**src/rtl/assert_macros.svh**
```systemverilog
// assertion macros used by the top-level rtl file
`ifndef ASSERT_MACROS_SVH
`define ASSERT_MACROS_SVH

// checked on every edge outside reset
`define ASSERT_CLK(lbl, prop, msg) \
  lbl: assert property (@(posedge clk) disable iff (!rst_n) prop) \
    else $error(msg);

// checked on every edge, reset included
`define ASSERT_CLK_RST(lbl, prop, msg) \
  lbl: assert property (@(posedge clk) prop) else $error(msg);

`endif

```
**src/rtl/tmrc_pkg.sv**
```systemverilog
// shared constants, types and sequencer states of the tile map collision unit
package tmrc_pkg;

  localparam int IDX_W       = 11;
  localparam int STORE_DEPTH = 2048;
  localparam int COLOR_W     = 8;
  localparam int POS_W       = 24;
  localparam int SIZE_W      = 23;
  localparam int FRAC_W      = 8;
  localparam int PIX_W       = 16;
  localparam int MULB_W      = PIX_W + 2;

  localparam int DEF_MAP_WIDTH   = 64;
  localparam int DEF_MAP_HEIGHT  = 32;
  localparam int DEF_TILE_PIXELS = 16;

  localparam logic KIND_LOAD  = 1'b0;
  localparam logic KIND_QUERY = 1'b1;

  typedef enum logic [3:0] {
    ST_CLEAR,
    ST_IDLE,
    ST_DIV_X0,
    ST_DIV_X1,
    ST_DIV_Y0,
    ST_DIV_Y1,
    ST_ROW,
    ST_SPAN,
    ST_WALK,
    ST_DONE
  } state_t;

  typedef struct packed {
    logic [PIX_W-1:0] a;
    logic             by_width;
  } mul_req_t;

endpackage

```
**src/rtl/tmrc_in_if.sv**
```systemverilog
// input channel: load and query words
interface tmrc_in_if;
  import tmrc_pkg::*;

  logic                     valid;
  logic                     ready;
  logic                     kind;
  logic [IDX_W-1:0]         tile_index;
  logic [COLOR_W-1:0]       color_red;
  logic [COLOR_W-1:0]       color_green;
  logic [COLOR_W-1:0]       color_blue;
  logic signed [POS_W-1:0]  rect_x;
  logic signed [POS_W-1:0]  rect_y;
  logic [SIZE_W-1:0]        rect_width;
  logic [SIZE_W-1:0]        rect_height;

  modport source (
    output valid, kind, tile_index, color_red, color_green, color_blue,
           rect_x, rect_y, rect_width, rect_height,
    input  ready
  );

  modport sink (
    input  valid, kind, tile_index, color_red, color_green, color_blue,
           rect_x, rect_y, rect_width, rect_height,
    output ready
  );
endinterface

```
**src/rtl/tmrc_out_if.sv**
```systemverilog
// result channel: one collision flag per word
interface tmrc_out_if;
  logic valid;
  logic ready;
  logic collides;

  modport source (output valid, collides, input ready);
  modport sink (input valid, collides, output ready);
endinterface

```
**src/rtl/tile_map_rect_collision_unit.sv**
```systemverilog
// top level: wall map store and the query sequencer
// A load word writes one wall bit (wall when red, green and blue are all zero) and
// returns collides = 0 in the next cycle. A query word turns the rectangle into a
// tile span on one shared multiplier (four divisions by the tile size and one
// row-base product), then reads the wall map one tile per cycle, row by row, and
// stops at the first wall; its result is issued from state DONE once the output is
// free, and the next word is taken only after that. An empty span skips the walk.
// The wall map read port sets the walk rate. After reset the block runs a clearing
// pass over all 2048 store entries that marks every tile a wall and accepts no word
// meanwhile.
`include "assert_macros.svh"

module tile_map_rect_collision_unit #(
  parameter int MAP_WIDTH   = tmrc_pkg::DEF_MAP_WIDTH,
  parameter int MAP_HEIGHT  = tmrc_pkg::DEF_MAP_HEIGHT,
  parameter int TILE_PIXELS = tmrc_pkg::DEF_TILE_PIXELS
) (
  input  logic        clk,
  input  logic        rst_n,
  tmrc_in_if.sink     in_ch,
  tmrc_out_if.source  out_ch
);
  import tmrc_pkg::*;

  localparam int CW = (MAP_WIDTH > 1) ? $clog2(MAP_WIDTH) : 1;
  localparam int RW = (MAP_HEIGHT > 1) ? $clog2(MAP_HEIGHT) : 1;
  localparam logic [PIX_W-1:0] LAST_COL_P = PIX_W'(MAP_WIDTH - 1);
  localparam logic [PIX_W-1:0] LAST_ROW_P = PIX_W'(MAP_HEIGHT - 1);
  localparam logic [CW-1:0]    LAST_COL   = CW'(MAP_WIDTH - 1);
  localparam logic [RW-1:0]    LAST_ROW   = RW'(MAP_HEIGHT - 1);
  localparam logic [IDX_W-1:0] ROW_STEP   = IDX_W'(MAP_WIDTH);
  localparam logic [IDX_W-1:0] LAST_IDX   = IDX_W'(STORE_DEPTH - 1);

  state_t state_r, state_nxt;

  logic [IDX_W-1:0] clr_cnt_r, clr_cnt_nxt;
  logic             out_valid_r, out_valid_nxt;
  logic             out_col_r, out_col_nxt;
  logic             rd_pend_r, rd_pend_nxt;
  logic             rd_last_r, rd_last_nxt;
  logic             res_r, res_nxt;

  // pixel operands and positivity of the far edges
  logic [PIX_W-1:0] px0_r, px0_nxt, px1_r, px1_nxt;
  logic [PIX_W-1:0] py0_r, py0_nxt, py1_r, py1_nxt;
  logic             ex_pos_r, ex_pos_nxt, ey_pos_r, ey_pos_nxt;

  logic [PIX_W-1:0] x0_r, x0_nxt, y0_r, y0_nxt;
  logic [CW-1:0]    x1_r, x1_nxt, tx_r, tx_nxt;
  logic [RW-1:0]    y1_r, y1_nxt, ty_r, ty_nxt;
  logic [IDX_W-1:0] row_r, row_nxt;

  logic signed [POS_W:0] ex_m1, ey_m1;

  logic             ram_we;
  logic [IDX_W-1:0] ram_waddr;
  logic             ram_wdata;
  logic [IDX_W-1:0] ram_raddr;
  logic             ram_rdata;

  mul_req_t         mul_req;
  logic [PIX_W-1:0] mul_quot;
  logic [IDX_W-1:0] mul_low;

  logic in_take;
  logic out_free;
  logic empty;
  logic last_tile;

  tmrc_ram #(
    .WIDTH (1),
    .DEPTH (STORE_DEPTH)
  ) u_wall_ram (
    .clk   (clk),
    .we    (ram_we),
    .waddr (ram_waddr),
    .wdata (ram_wdata),
    .raddr (ram_raddr),
    .rdata (ram_rdata)
  );

  tmrc_mul #(
    .MAP_WIDTH   (MAP_WIDTH),
    .TILE_PIXELS (TILE_PIXELS)
  ) u_mul (
    .clk  (clk),
    .req  (mul_req),
    .quot (mul_quot),
    .low  (mul_low)
  );

  assign out_free     = !out_valid_r || out_ch.ready;
  assign in_ch.ready  = (state_r == ST_IDLE) && out_free;
  assign in_take      = in_ch.valid && in_ch.ready;
  assign out_ch.valid    = out_valid_r;
  assign out_ch.collides = out_col_r;

  // far edge minus one lsb: its tile is the last one overlapped strictly
  always_comb begin
    ex_m1 = {in_ch.rect_x[POS_W-1], in_ch.rect_x} + {2'b00, in_ch.rect_width}
            - (POS_W+1)'(1);
    ey_m1 = {in_ch.rect_y[POS_W-1], in_ch.rect_y} + {2'b00, in_ch.rect_height}
            - (POS_W+1)'(1);
  end

  assign empty = !ex_pos_r || !ey_pos_r ||
                 (x0_r > PIX_W'(x1_r)) || (y0_r > PIX_W'(y1_r));
  assign last_tile = (tx_r == x1_r) && (ty_r == y1_r);
  assign ram_raddr = row_r + IDX_W'(tx_r);

  always_comb begin
    state_nxt     = state_r;
    clr_cnt_nxt   = clr_cnt_r;
    out_valid_nxt = out_valid_r && !out_ch.ready;
    out_col_nxt   = out_col_r;
    rd_pend_nxt   = 1'b0;
    rd_last_nxt   = rd_last_r;
    res_nxt       = res_r;
    px0_nxt       = px0_r;
    px1_nxt       = px1_r;
    py0_nxt       = py0_r;
    py1_nxt       = py1_r;
    ex_pos_nxt    = ex_pos_r;
    ey_pos_nxt    = ey_pos_r;
    x0_nxt        = x0_r;
    x1_nxt        = x1_r;
    y0_nxt        = y0_r;
    y1_nxt        = y1_r;
    tx_nxt        = tx_r;
    ty_nxt        = ty_r;
    row_nxt       = row_r;
    ram_we        = 1'b0;
    ram_waddr     = clr_cnt_r;
    ram_wdata     = 1'b1;
    mul_req       = '0;

    case (state_r)
      ST_CLEAR: begin
        ram_we      = 1'b1;
        clr_cnt_nxt = clr_cnt_r + IDX_W'(1);
        if (clr_cnt_r == LAST_IDX) begin
          state_nxt = ST_IDLE;
        end
      end
      ST_IDLE: begin
        if (in_take) begin
          if (in_ch.kind == KIND_LOAD) begin
            ram_we        = 1'b1;
            ram_waddr     = in_ch.tile_index;
            ram_wdata     = ~|{in_ch.color_red, in_ch.color_green, in_ch.color_blue};
            out_valid_nxt = 1'b1;
            out_col_nxt   = 1'b0;
          end else begin
            // negative near edges clamp to tile zero
            px0_nxt    = in_ch.rect_x[POS_W-1] ? '0 : {1'b0, in_ch.rect_x[POS_W-2:FRAC_W]};
            py0_nxt    = in_ch.rect_y[POS_W-1] ? '0 : {1'b0, in_ch.rect_y[POS_W-2:FRAC_W]};
            px1_nxt    = ex_m1[POS_W-1:FRAC_W];
            py1_nxt    = ey_m1[POS_W-1:FRAC_W];
            ex_pos_nxt = !ex_m1[POS_W];
            ey_pos_nxt = !ey_m1[POS_W];
            state_nxt  = ST_DIV_X0;
          end
        end
      end
      ST_DIV_X0: begin
        mul_req.a = px0_r;
        state_nxt = ST_DIV_X1;
      end
      ST_DIV_X1: begin
        mul_req.a = px1_r;
        x0_nxt    = mul_quot;
        state_nxt = ST_DIV_Y0;
      end
      ST_DIV_Y0: begin
        mul_req.a = py0_r;
        x1_nxt    = (mul_quot >= LAST_COL_P) ? LAST_COL : CW'(mul_quot);
        state_nxt = ST_DIV_Y1;
      end
      ST_DIV_Y1: begin
        mul_req.a = py1_r;
        y0_nxt    = mul_quot;
        state_nxt = ST_ROW;
      end
      ST_ROW: begin
        mul_req.a        = y0_r;
        mul_req.by_width = 1'b1;
        y1_nxt    = (mul_quot >= LAST_ROW_P) ? LAST_ROW : RW'(mul_quot);
        state_nxt = ST_SPAN;
      end
      ST_SPAN: begin
        row_nxt = mul_low;
        tx_nxt  = CW'(x0_r);
        ty_nxt  = RW'(y0_r);
        if (empty) begin
          res_nxt   = 1'b0;
          state_nxt = ST_DONE;
        end else begin
          state_nxt = ST_WALK;
        end
      end
      ST_WALK: begin
        if (rd_pend_r && ram_rdata) begin
          res_nxt   = 1'b1;
          state_nxt = ST_DONE;
        end else if (rd_pend_r && rd_last_r) begin
          res_nxt   = 1'b0;
          state_nxt = ST_DONE;
        end else begin
          // read issued this cycle, tested next cycle
          rd_pend_nxt = 1'b1;
          rd_last_nxt = last_tile;
          if (!last_tile) begin
            if (tx_r == x1_r) begin
              tx_nxt  = CW'(x0_r);
              ty_nxt  = ty_r + RW'(1);
              row_nxt = row_r + ROW_STEP;
            end else begin
              tx_nxt = tx_r + CW'(1);
            end
          end
        end
      end
      ST_DONE: begin
        if (out_free) begin
          out_valid_nxt = 1'b1;
          out_col_nxt   = res_r;
          state_nxt     = ST_IDLE;
        end
      end
      default: begin
        state_nxt = ST_IDLE;
      end
    endcase
  end

  always_ff @(posedge clk) begin
    if (!rst_n) begin
      state_r     <= ST_CLEAR;
      clr_cnt_r   <= '0;
      out_valid_r <= 1'b0;
      rd_pend_r   <= 1'b0;
    end else begin
      state_r     <= state_nxt;
      clr_cnt_r   <= clr_cnt_nxt;
      out_valid_r <= out_valid_nxt;
      rd_pend_r   <= rd_pend_nxt;
    end
  end

  always_ff @(posedge clk) begin
    out_col_r <= out_col_nxt;
    rd_last_r <= rd_last_nxt;
    res_r     <= res_nxt;
    px0_r     <= px0_nxt;
    px1_r     <= px1_nxt;
    py0_r     <= py0_nxt;
    py1_r     <= py1_nxt;
    ex_pos_r  <= ex_pos_nxt;
    ey_pos_r  <= ey_pos_nxt;
    x0_r      <= x0_nxt;
    x1_r      <= x1_nxt;
    y0_r      <= y0_nxt;
    y1_r      <= y1_nxt;
    tx_r      <= tx_nxt;
    ty_r      <= ty_nxt;
    row_r     <= row_nxt;
  end

  `ASSERT_CLK_RST(a_reset_clears,
    !rst_n |=> (state_r == ST_CLEAR) && !out_valid_r,
    "reset did not start the clearing pass")
  `ASSERT_CLK(a_no_take_in_clear,
    (state_r == ST_CLEAR) |-> !in_ch.ready,
    "word taken during clearing pass")
  `ASSERT_CLK(a_load_answers_zero,
    (in_take && (in_ch.kind == KIND_LOAD)) |=> (out_valid_r && !out_col_r),
    "load word did not return a zero result")
  `ASSERT_CLK(a_walk_in_span,
    (state_r == ST_WALK) |-> ((tx_r <= x1_r) && (ty_r <= y1_r)),
    "tile walk left the span")

endmodule

```
**src/rtl/tmrc_ram.sv**
```systemverilog
// generic single write port, single read port ram with registered read
module tmrc_ram #(
  parameter int WIDTH = 1,
  parameter int DEPTH = 2048
) (
  input  logic                     clk,
  input  logic                     we,
  input  logic [$clog2(DEPTH)-1:0] waddr,
  input  logic [WIDTH-1:0]         wdata,
  input  logic [$clog2(DEPTH)-1:0] raddr,
  output logic [WIDTH-1:0]         rdata
);

  logic [WIDTH-1:0] mem [DEPTH];
  logic [WIDTH-1:0] rdata_r;

  always_ff @(posedge clk) begin
    if (we) begin
      mem[waddr] <= wdata;
    end
    rdata_r <= mem[raddr];
  end

  assign rdata = rdata_r;

endmodule

```
**src/rtl/tmrc_mul.sv**
```systemverilog
// shared multiplier: pixel to tile division by reciprocal, and row times map width
module tmrc_mul #(
  parameter int MAP_WIDTH   = tmrc_pkg::DEF_MAP_WIDTH,
  parameter int TILE_PIXELS = tmrc_pkg::DEF_TILE_PIXELS
) (
  input  logic                         clk,
  input  tmrc_pkg::mul_req_t           req,
  output logic [tmrc_pkg::PIX_W-1:0]   quot,
  output logic [tmrc_pkg::IDX_W-1:0]   low
);
  import tmrc_pkg::*;

  localparam int PW     = PIX_W + MULB_W;
  localparam int SHIFT  = PIX_W + $clog2(TILE_PIXELS);
  // ceil(2^SHIFT / TILE_PIXELS) is exact for every 16-bit pixel count
  localparam int RECIP_INT = ((1 << SHIFT) + TILE_PIXELS - 1) / TILE_PIXELS;
  localparam logic [MULB_W-1:0] RECIP   = MULB_W'(RECIP_INT);
  localparam logic [MULB_W-1:0] WIDTH_B = MULB_W'(MAP_WIDTH);

  logic [MULB_W-1:0] b;
  logic [PW-1:0]     prod_nxt;
  logic [PW-1:0]     prod_r;

  always_comb begin
    b        = req.by_width ? WIDTH_B : RECIP;
    prod_nxt = PW'(req.a) * PW'(b);
  end

  always_ff @(posedge clk) begin
    prod_r <= prod_nxt;
  end

  assign quot = PIX_W'(prod_r >> SHIFT);
  assign low  = prod_r[IDX_W-1:0];

endmodule

```
**src/flat_wrapper.sv**
```systemverilog
// flat-port wrapper written by rule: the top's interface ports become plain ports
module tile_map_rect_collision_unit_flat import tmrc_pkg::*;
#(
  parameter int MAP_WIDTH   = tmrc_pkg::DEF_MAP_WIDTH,
  parameter int MAP_HEIGHT  = tmrc_pkg::DEF_MAP_HEIGHT,
  parameter int TILE_PIXELS = tmrc_pkg::DEF_TILE_PIXELS
)
  (clk, rst_n, in_ch_valid, in_ch_kind, in_ch_tile_index, in_ch_color_red, in_ch_color_green, in_ch_color_blue, in_ch_rect_x, in_ch_rect_y, in_ch_rect_width, in_ch_rect_height, in_ch_ready, out_ch_valid, out_ch_collides, out_ch_ready);
  tmrc_in_if in_ch_i ();
  tmrc_out_if out_ch_i ();
  input  logic clk;
  input  logic rst_n;
  input wire logic [$bits(in_ch_i.valid)-1:0] in_ch_valid;
  input wire logic [$bits(in_ch_i.kind)-1:0] in_ch_kind;
  input wire logic [$bits(in_ch_i.tile_index)-1:0] in_ch_tile_index;
  input wire logic [$bits(in_ch_i.color_red)-1:0] in_ch_color_red;
  input wire logic [$bits(in_ch_i.color_green)-1:0] in_ch_color_green;
  input wire logic [$bits(in_ch_i.color_blue)-1:0] in_ch_color_blue;
  input wire logic [$bits(in_ch_i.rect_x)-1:0] in_ch_rect_x;
  input wire logic [$bits(in_ch_i.rect_y)-1:0] in_ch_rect_y;
  input wire logic [$bits(in_ch_i.rect_width)-1:0] in_ch_rect_width;
  input wire logic [$bits(in_ch_i.rect_height)-1:0] in_ch_rect_height;
  output wire logic [$bits(in_ch_i.ready)-1:0] in_ch_ready;
  output wire logic [$bits(out_ch_i.valid)-1:0] out_ch_valid;
  output wire logic [$bits(out_ch_i.collides)-1:0] out_ch_collides;
  input wire logic [$bits(out_ch_i.ready)-1:0] out_ch_ready;
  assign in_ch_i.valid = in_ch_valid;
  assign in_ch_i.kind = in_ch_kind;
  assign in_ch_i.tile_index = in_ch_tile_index;
  assign in_ch_i.color_red = in_ch_color_red;
  assign in_ch_i.color_green = in_ch_color_green;
  assign in_ch_i.color_blue = in_ch_color_blue;
  assign in_ch_i.rect_x = in_ch_rect_x;
  assign in_ch_i.rect_y = in_ch_rect_y;
  assign in_ch_i.rect_width = in_ch_rect_width;
  assign in_ch_i.rect_height = in_ch_rect_height;
  assign in_ch_ready = in_ch_i.ready;
  assign out_ch_valid = out_ch_i.valid;
  assign out_ch_collides = out_ch_i.collides;
  assign out_ch_i.ready = out_ch_ready;
  tile_map_rect_collision_unit #(.MAP_WIDTH(MAP_WIDTH), .MAP_HEIGHT(MAP_HEIGHT), .TILE_PIXELS(TILE_PIXELS)) u_core (.clk(clk), .rst_n(rst_n), .in_ch(in_ch_i), .out_ch(out_ch_i));
endmodule
```
**config.mk**
```make
export PLATFORM = sky130hd
export DESIGN_NAME = tile_map_rect_collision_unit_flat
export DESIGN_NICKNAME = d
export VERILOG_FILES = /design/src/rtl/tmrc_pkg.sv /design/src/rtl/tmrc_in_if.sv /design/src/rtl/tmrc_out_if.sv /design/src/rtl/tile_map_rect_collision_unit.sv /design/src/rtl/tmrc_ram.sv /design/src/rtl/tmrc_mul.sv /design/src/flat_wrapper.sv
export VERILOG_INCLUDE_DIRS = /design/src /design/src/rtl
export SDC_FILE = /design/constraint.sdc
export NUM_CORES = 2
export LEC_CHECK = 0
export ABC_AREA = 1
export BUFFER_PORTS_ARGS = -buffer_cell sky130_fd_sc_hd__buf_2
export CORE_UTILIZATION = 55
export DETAILED_ROUTE_END_ITERATION = 8
export GPL_ROUTABILITY_DRIVEN = 1
export PLACE_DENSITY = 0.77
export SETUP_SLACK_MARGIN = 0.2
export SLEW_MARGIN = 10
export SYNTH_ARGS = -nofsm -noshare
export SYNTH_HDL_FRONTEND = slang
export SYNTH_SLANG_ARGS = --single-unit
```
**constraint.sdc**
```tcl
create_clock -name clk -period 131.8 [get_ports clk]
set_input_delay 13.18 -clock clk [delete_from_list [all_inputs] [get_ports clk]]
set_output_delay 13.18 -clock clk [all_outputs]
set_load 0.05 [all_outputs]
```
==> results by group <==
Status
  • Status: complete, no violations

Power and ir drop
  • Net Sw Power: 558 uW
  • Internal power: 1.23 mW
  • VDD IR max: 0.0163 mV
  • Seq pwr share: 44.0%
  • Power per cell area: 16.1 nW/um2
  • Combinational Power Share: 21.1%
  • Power share of the clock group: 34.9%
  • Leak: 37.7 nW
  • Switch share: 31.2%

Clocking
  • Post_cts resized: 0
  • CTS Sinks: 2196
  • Setup bufs post-CTS: 0
  • CTS H-tree depth: 4
  • Hold_buf cts: 0
  • Skew-Pair Late Insertion Delay: 0.88 ns
  • Clock-pin slew on the worst setup and hold paths: 0.06 ns
  • CTS Buf Count: 213
  • CTS tree: yes
  • Clock Path Buffers: 3
  • Root buffer cell: clkbuf_16

Global route
  • GRT Residual Overflow: 0
  • Vias in the first global route: 73200
  • Total track usage: 30.3%
  • Initial antenna violation count: 9
  • First-pass GRT wire length: 429000 um
  • Pin count of the biggest net entering global routing: 289

Floorplan
  • Die height: 434 um
  • Core Box Area: 185000 um2
  • I/O pin cnt: 137
  • Die Wd: 434 um
  • Full die area: 188000 um2
  • Std-Cell Rows: 158
  • Starting density of the core: 55.3%

Worst setup path
  • Critical path buffers and inverters: 2
  • R2R Path End: u_core.u_wall_ram.mem[498]
  • Cells on worst reg2reg path: 14
  • Reg2reg setup slack: 125.17 ns
  • Slowest-stage cell, CP: nor2_1
  • Cell repeated most along the worst path: buf_2
  • Critical-path cell list: buf_2 > nor2_1 > nor2_4 > buf_2
  • Cell family with most CP delay: buffers and inverters
  • Crit-path max FO: 2
  • Crit path launch type: input pin
  • Worst reg2reg startpoint: u_core.state_r[3]
  • CP arrival: 13.83 ns
  • Kind of critical path: in2out
  • CP peak stage delay: 0.25 ns
  • CP Capture Type: output port
  • CP Data Required Time: 118.62 ns

Synthesis
  • Largest family of logic cells by synthesized area: simple AND/OR/NAND/NOR gates
  • Post-synthesis adder-cell area fraction: 1.49%
  • Post-Syn Area per Cell: 9.53 um2
  • Cell Area, Synth: 103000 um2
  • Mapped Cells: 10800
  • Compound-Gate Fraction of Synth Area: 6.77%
  • Count of different cell masters after synthesis: 45
  • Synth Flop Type: edfxtp_1
  • Asr flop ratio synth: 0%
  • Flip-flop and latch count after synthesis: 2196
  • Yosys warnings: 0
  • Post-Synth XOR/XNOR Area: 0.452%
  • Post-Synth Simple-Gate Area: 21.9%
  • EDFF count, synth: 2160
  • Multiplexer share of the synthesized area: 0%
  • Seq/Total Area, Yosys: 63.9%

Timing
  • Max-slew violation count: 0
  • Post-Route Skew: 0.0501 ns
  • Worst-margin pin slew: 1.45 ns
  • Final TNS setup: 0 ns
  • Min cycle time layout: 27.01 ns
  • Min setup slack post-route: 104.79 ns
  • Fmax: 37.0 MHz
  • Final Hold Viols: 0
  • Fin crit share: 20.5%
  • Relative slew slack: 3.04%
  • RSZ-0062 raised after global routing: no
  • Endpoints failing setup: 0

Drt
  • Drt first pass iters: 6
  • Routed wire per std cell: 22.2 um
  • Post-route ant nets: 0
  • Drt initial violations: 12400
  • Vias/cell: 5.97
  • # DRC: 0
  • Final wirelength: 290000 um
  • Vias: 78000

Worst hold path
  • Hold_sp: u_core.u_mul.prod_r[27]
  • Min-delay worst type: reg2reg
  • Hold-critical path depth: 0
  • Hold EP: u_core.x0_r[7]

Layout
  • Multi-input gate area: 31700 um2
  • Sequential cell area: 65600 um2
  • Fillers: 14900
  • Final nets: 10700
  • Area growth, synth to finish: 8.41%
  • Fin util: 60.0%
  • Share of cells above drive strength 1: 6.30%
  • Most frequent cells in the layout: nor2_1, edfxtp_1, nand2_1
  • Most common cell after layout, fill and taps aside: nor2_1

Placed design
  • Pre-CTS setup slack: 104.78 ns
  • IO buf count: 136
  • Gp weighted congestion: 0.867
  • Dpl hpwl: 144000 um

Flow run
  • Max-cap viol count: 0
[stage by stage]
step | cell area, um2 | hold WS, ns | total power, mW | std cells
3_3_place_gp | 104000 | 0.440 | 1.16 | 12700
5_1_grt | 111000 | 0.477 | 1.84 | 13100
4_1_cts | 111000 | 0.447 | 1.78 | 13100
3_5_place_dp | 104000 | 0.436 | 1.16 | 12700
6_report | 111000 | 0.444 | 1.79 | 13100
2_1_floorplan | 103000 | 0.417 | 1.15 | 10800
[registers in the layout, summed over array words and instances, names as in the netlist, 6 cells and up]
| name | flops |
|---|---|
| u_core.px0_r | 13 |
| u_core.clr_cnt_r | 11 |
| u_core.x0_r | 13 |
| u_core.u_wall_ram.mem | 2048 |
| u_core.py1_r | 14 |
| u_core.y0_r | 13 |
| u_core.x1_r | 6 |
| u_core.py0_r | 13 |
| u_core.u_mul.prod_r | 18 |
| u_core.px1_r | 14 |
| u_core.tx_r | 6 |
[synthesized netlist by cell type (5+ instances only)]
| cell type | number | area, um2 |
|---|---|---|
| a21oi_1 | 209 | 1050 |
| buf_1 | 107 | 402 |
| buf_2 | 327 | 1640 |
| buf_6 | 7 | 78.8 |
| clkbuf_1 | 390 | 1460 |
| clkinv_1 | 5 | 18.8 |
| dfxtp_1 | 36 | 721 |
| edfxtp_1 | 2160 | 64900 |
| ha_1 | 122 | 1530 |
| inv_1 | 524 | 1970 |
| inv_2 | 8 | 30.0 |
| nand2_1 | 1458 | 5470 |
| nand3_1 | 489 | 2450 |
| nand4_1 | 15 | 93.8 |
| nor2_1 | 3702 | 13900 |
| nor2_2 | 12 | 75.1 |
| nor2_4 | 6 | 67.6 |
| nor3_1 | 20 | 100 |
| nor4_1 | 14 | 87.6 |
| o211ai_1 | 188 | 1410 |
| o21ai_0 | 839 | 4200 |
| o22ai_1 | 8 | 50.1 |
| or2_2 | 25 | 156 |
| xnor2_1 | 16 | 140 |
| xor2_1 | 37 | 324 |
[power groups by stage]
| stage | clock (mW) | combinational (mW) | sequential [mW] |
|---|---|---|---|
| floorplan | 0 | 0.235 | 0.919 |
| global placement | 0 | 0.355 | 0.801 |
| detailed placement | 0 | 0.363 | 0.801 |
| CTS | 0.625 | 0.365 | 0.787 |
| global route | 0.650 | 0.403 | 0.787 |
| finish | 0.623 | 0.376 | 0.787 |
[worst max-delay path by stage]
| stage | start | endpoint | slack [ns] | depth (start not counted) |
|---|---|---|---|---|
| 4_1_cts | out_ch_ready | in_ch_ready | 104.78 | 4 |
| 2_1_floorplan | in_ch_color_red[0] | u_core.u_wall_ram.mem[0] | 23.31 | 3 |
| 6_report | out_ch_ready | in_ch_ready | 104.79 | 4 |
| 3_3_place_gp | out_ch_ready | in_ch_ready | 104.77 | 4 |
| 5_1_grt | out_ch_ready | in_ch_ready | 104.76 | 4 |
| 3_5_place_dp | out_ch_ready | in_ch_ready | 104.78 | 4 |
[kinds of logic (layout without fill, tap and decap cells)]
logic type | after synthesis | in the layout
AOI/OAI and AO/OA | 1275 | 1275
xor gates and xnor gates | 53 | 53
adders and majority gates | 122 | 122
buffers and inverters | 1370 | 1183
DFF | 2196 | 2196
other | 1 | 6
and+or+nand+nor | 5750 | 5750
[per-layer routing]
layer	vias up	track usage, %	part of all wire (%)
met5	-	0	0.017
met4	8	15.4	5.6
met3	928	5.85	13
met2	5001	48.7	46
met1	37200	39.3	36
li1	34900	-	-
[area by class of cell]
class | instances | share of cell area [%]
timing repair buffer | 250 | 1.52
sequential | 2196 | 59.0
clock inverter | 134 | 1.31
multi-input combinational | 7204 | 28.5
inverter | 537 | 1.84
tap | 2480 | 2.79
clock buffer | 262 | 5.08
antenna | 2 | 0.00450
Power figures use the tool's default switching activity.
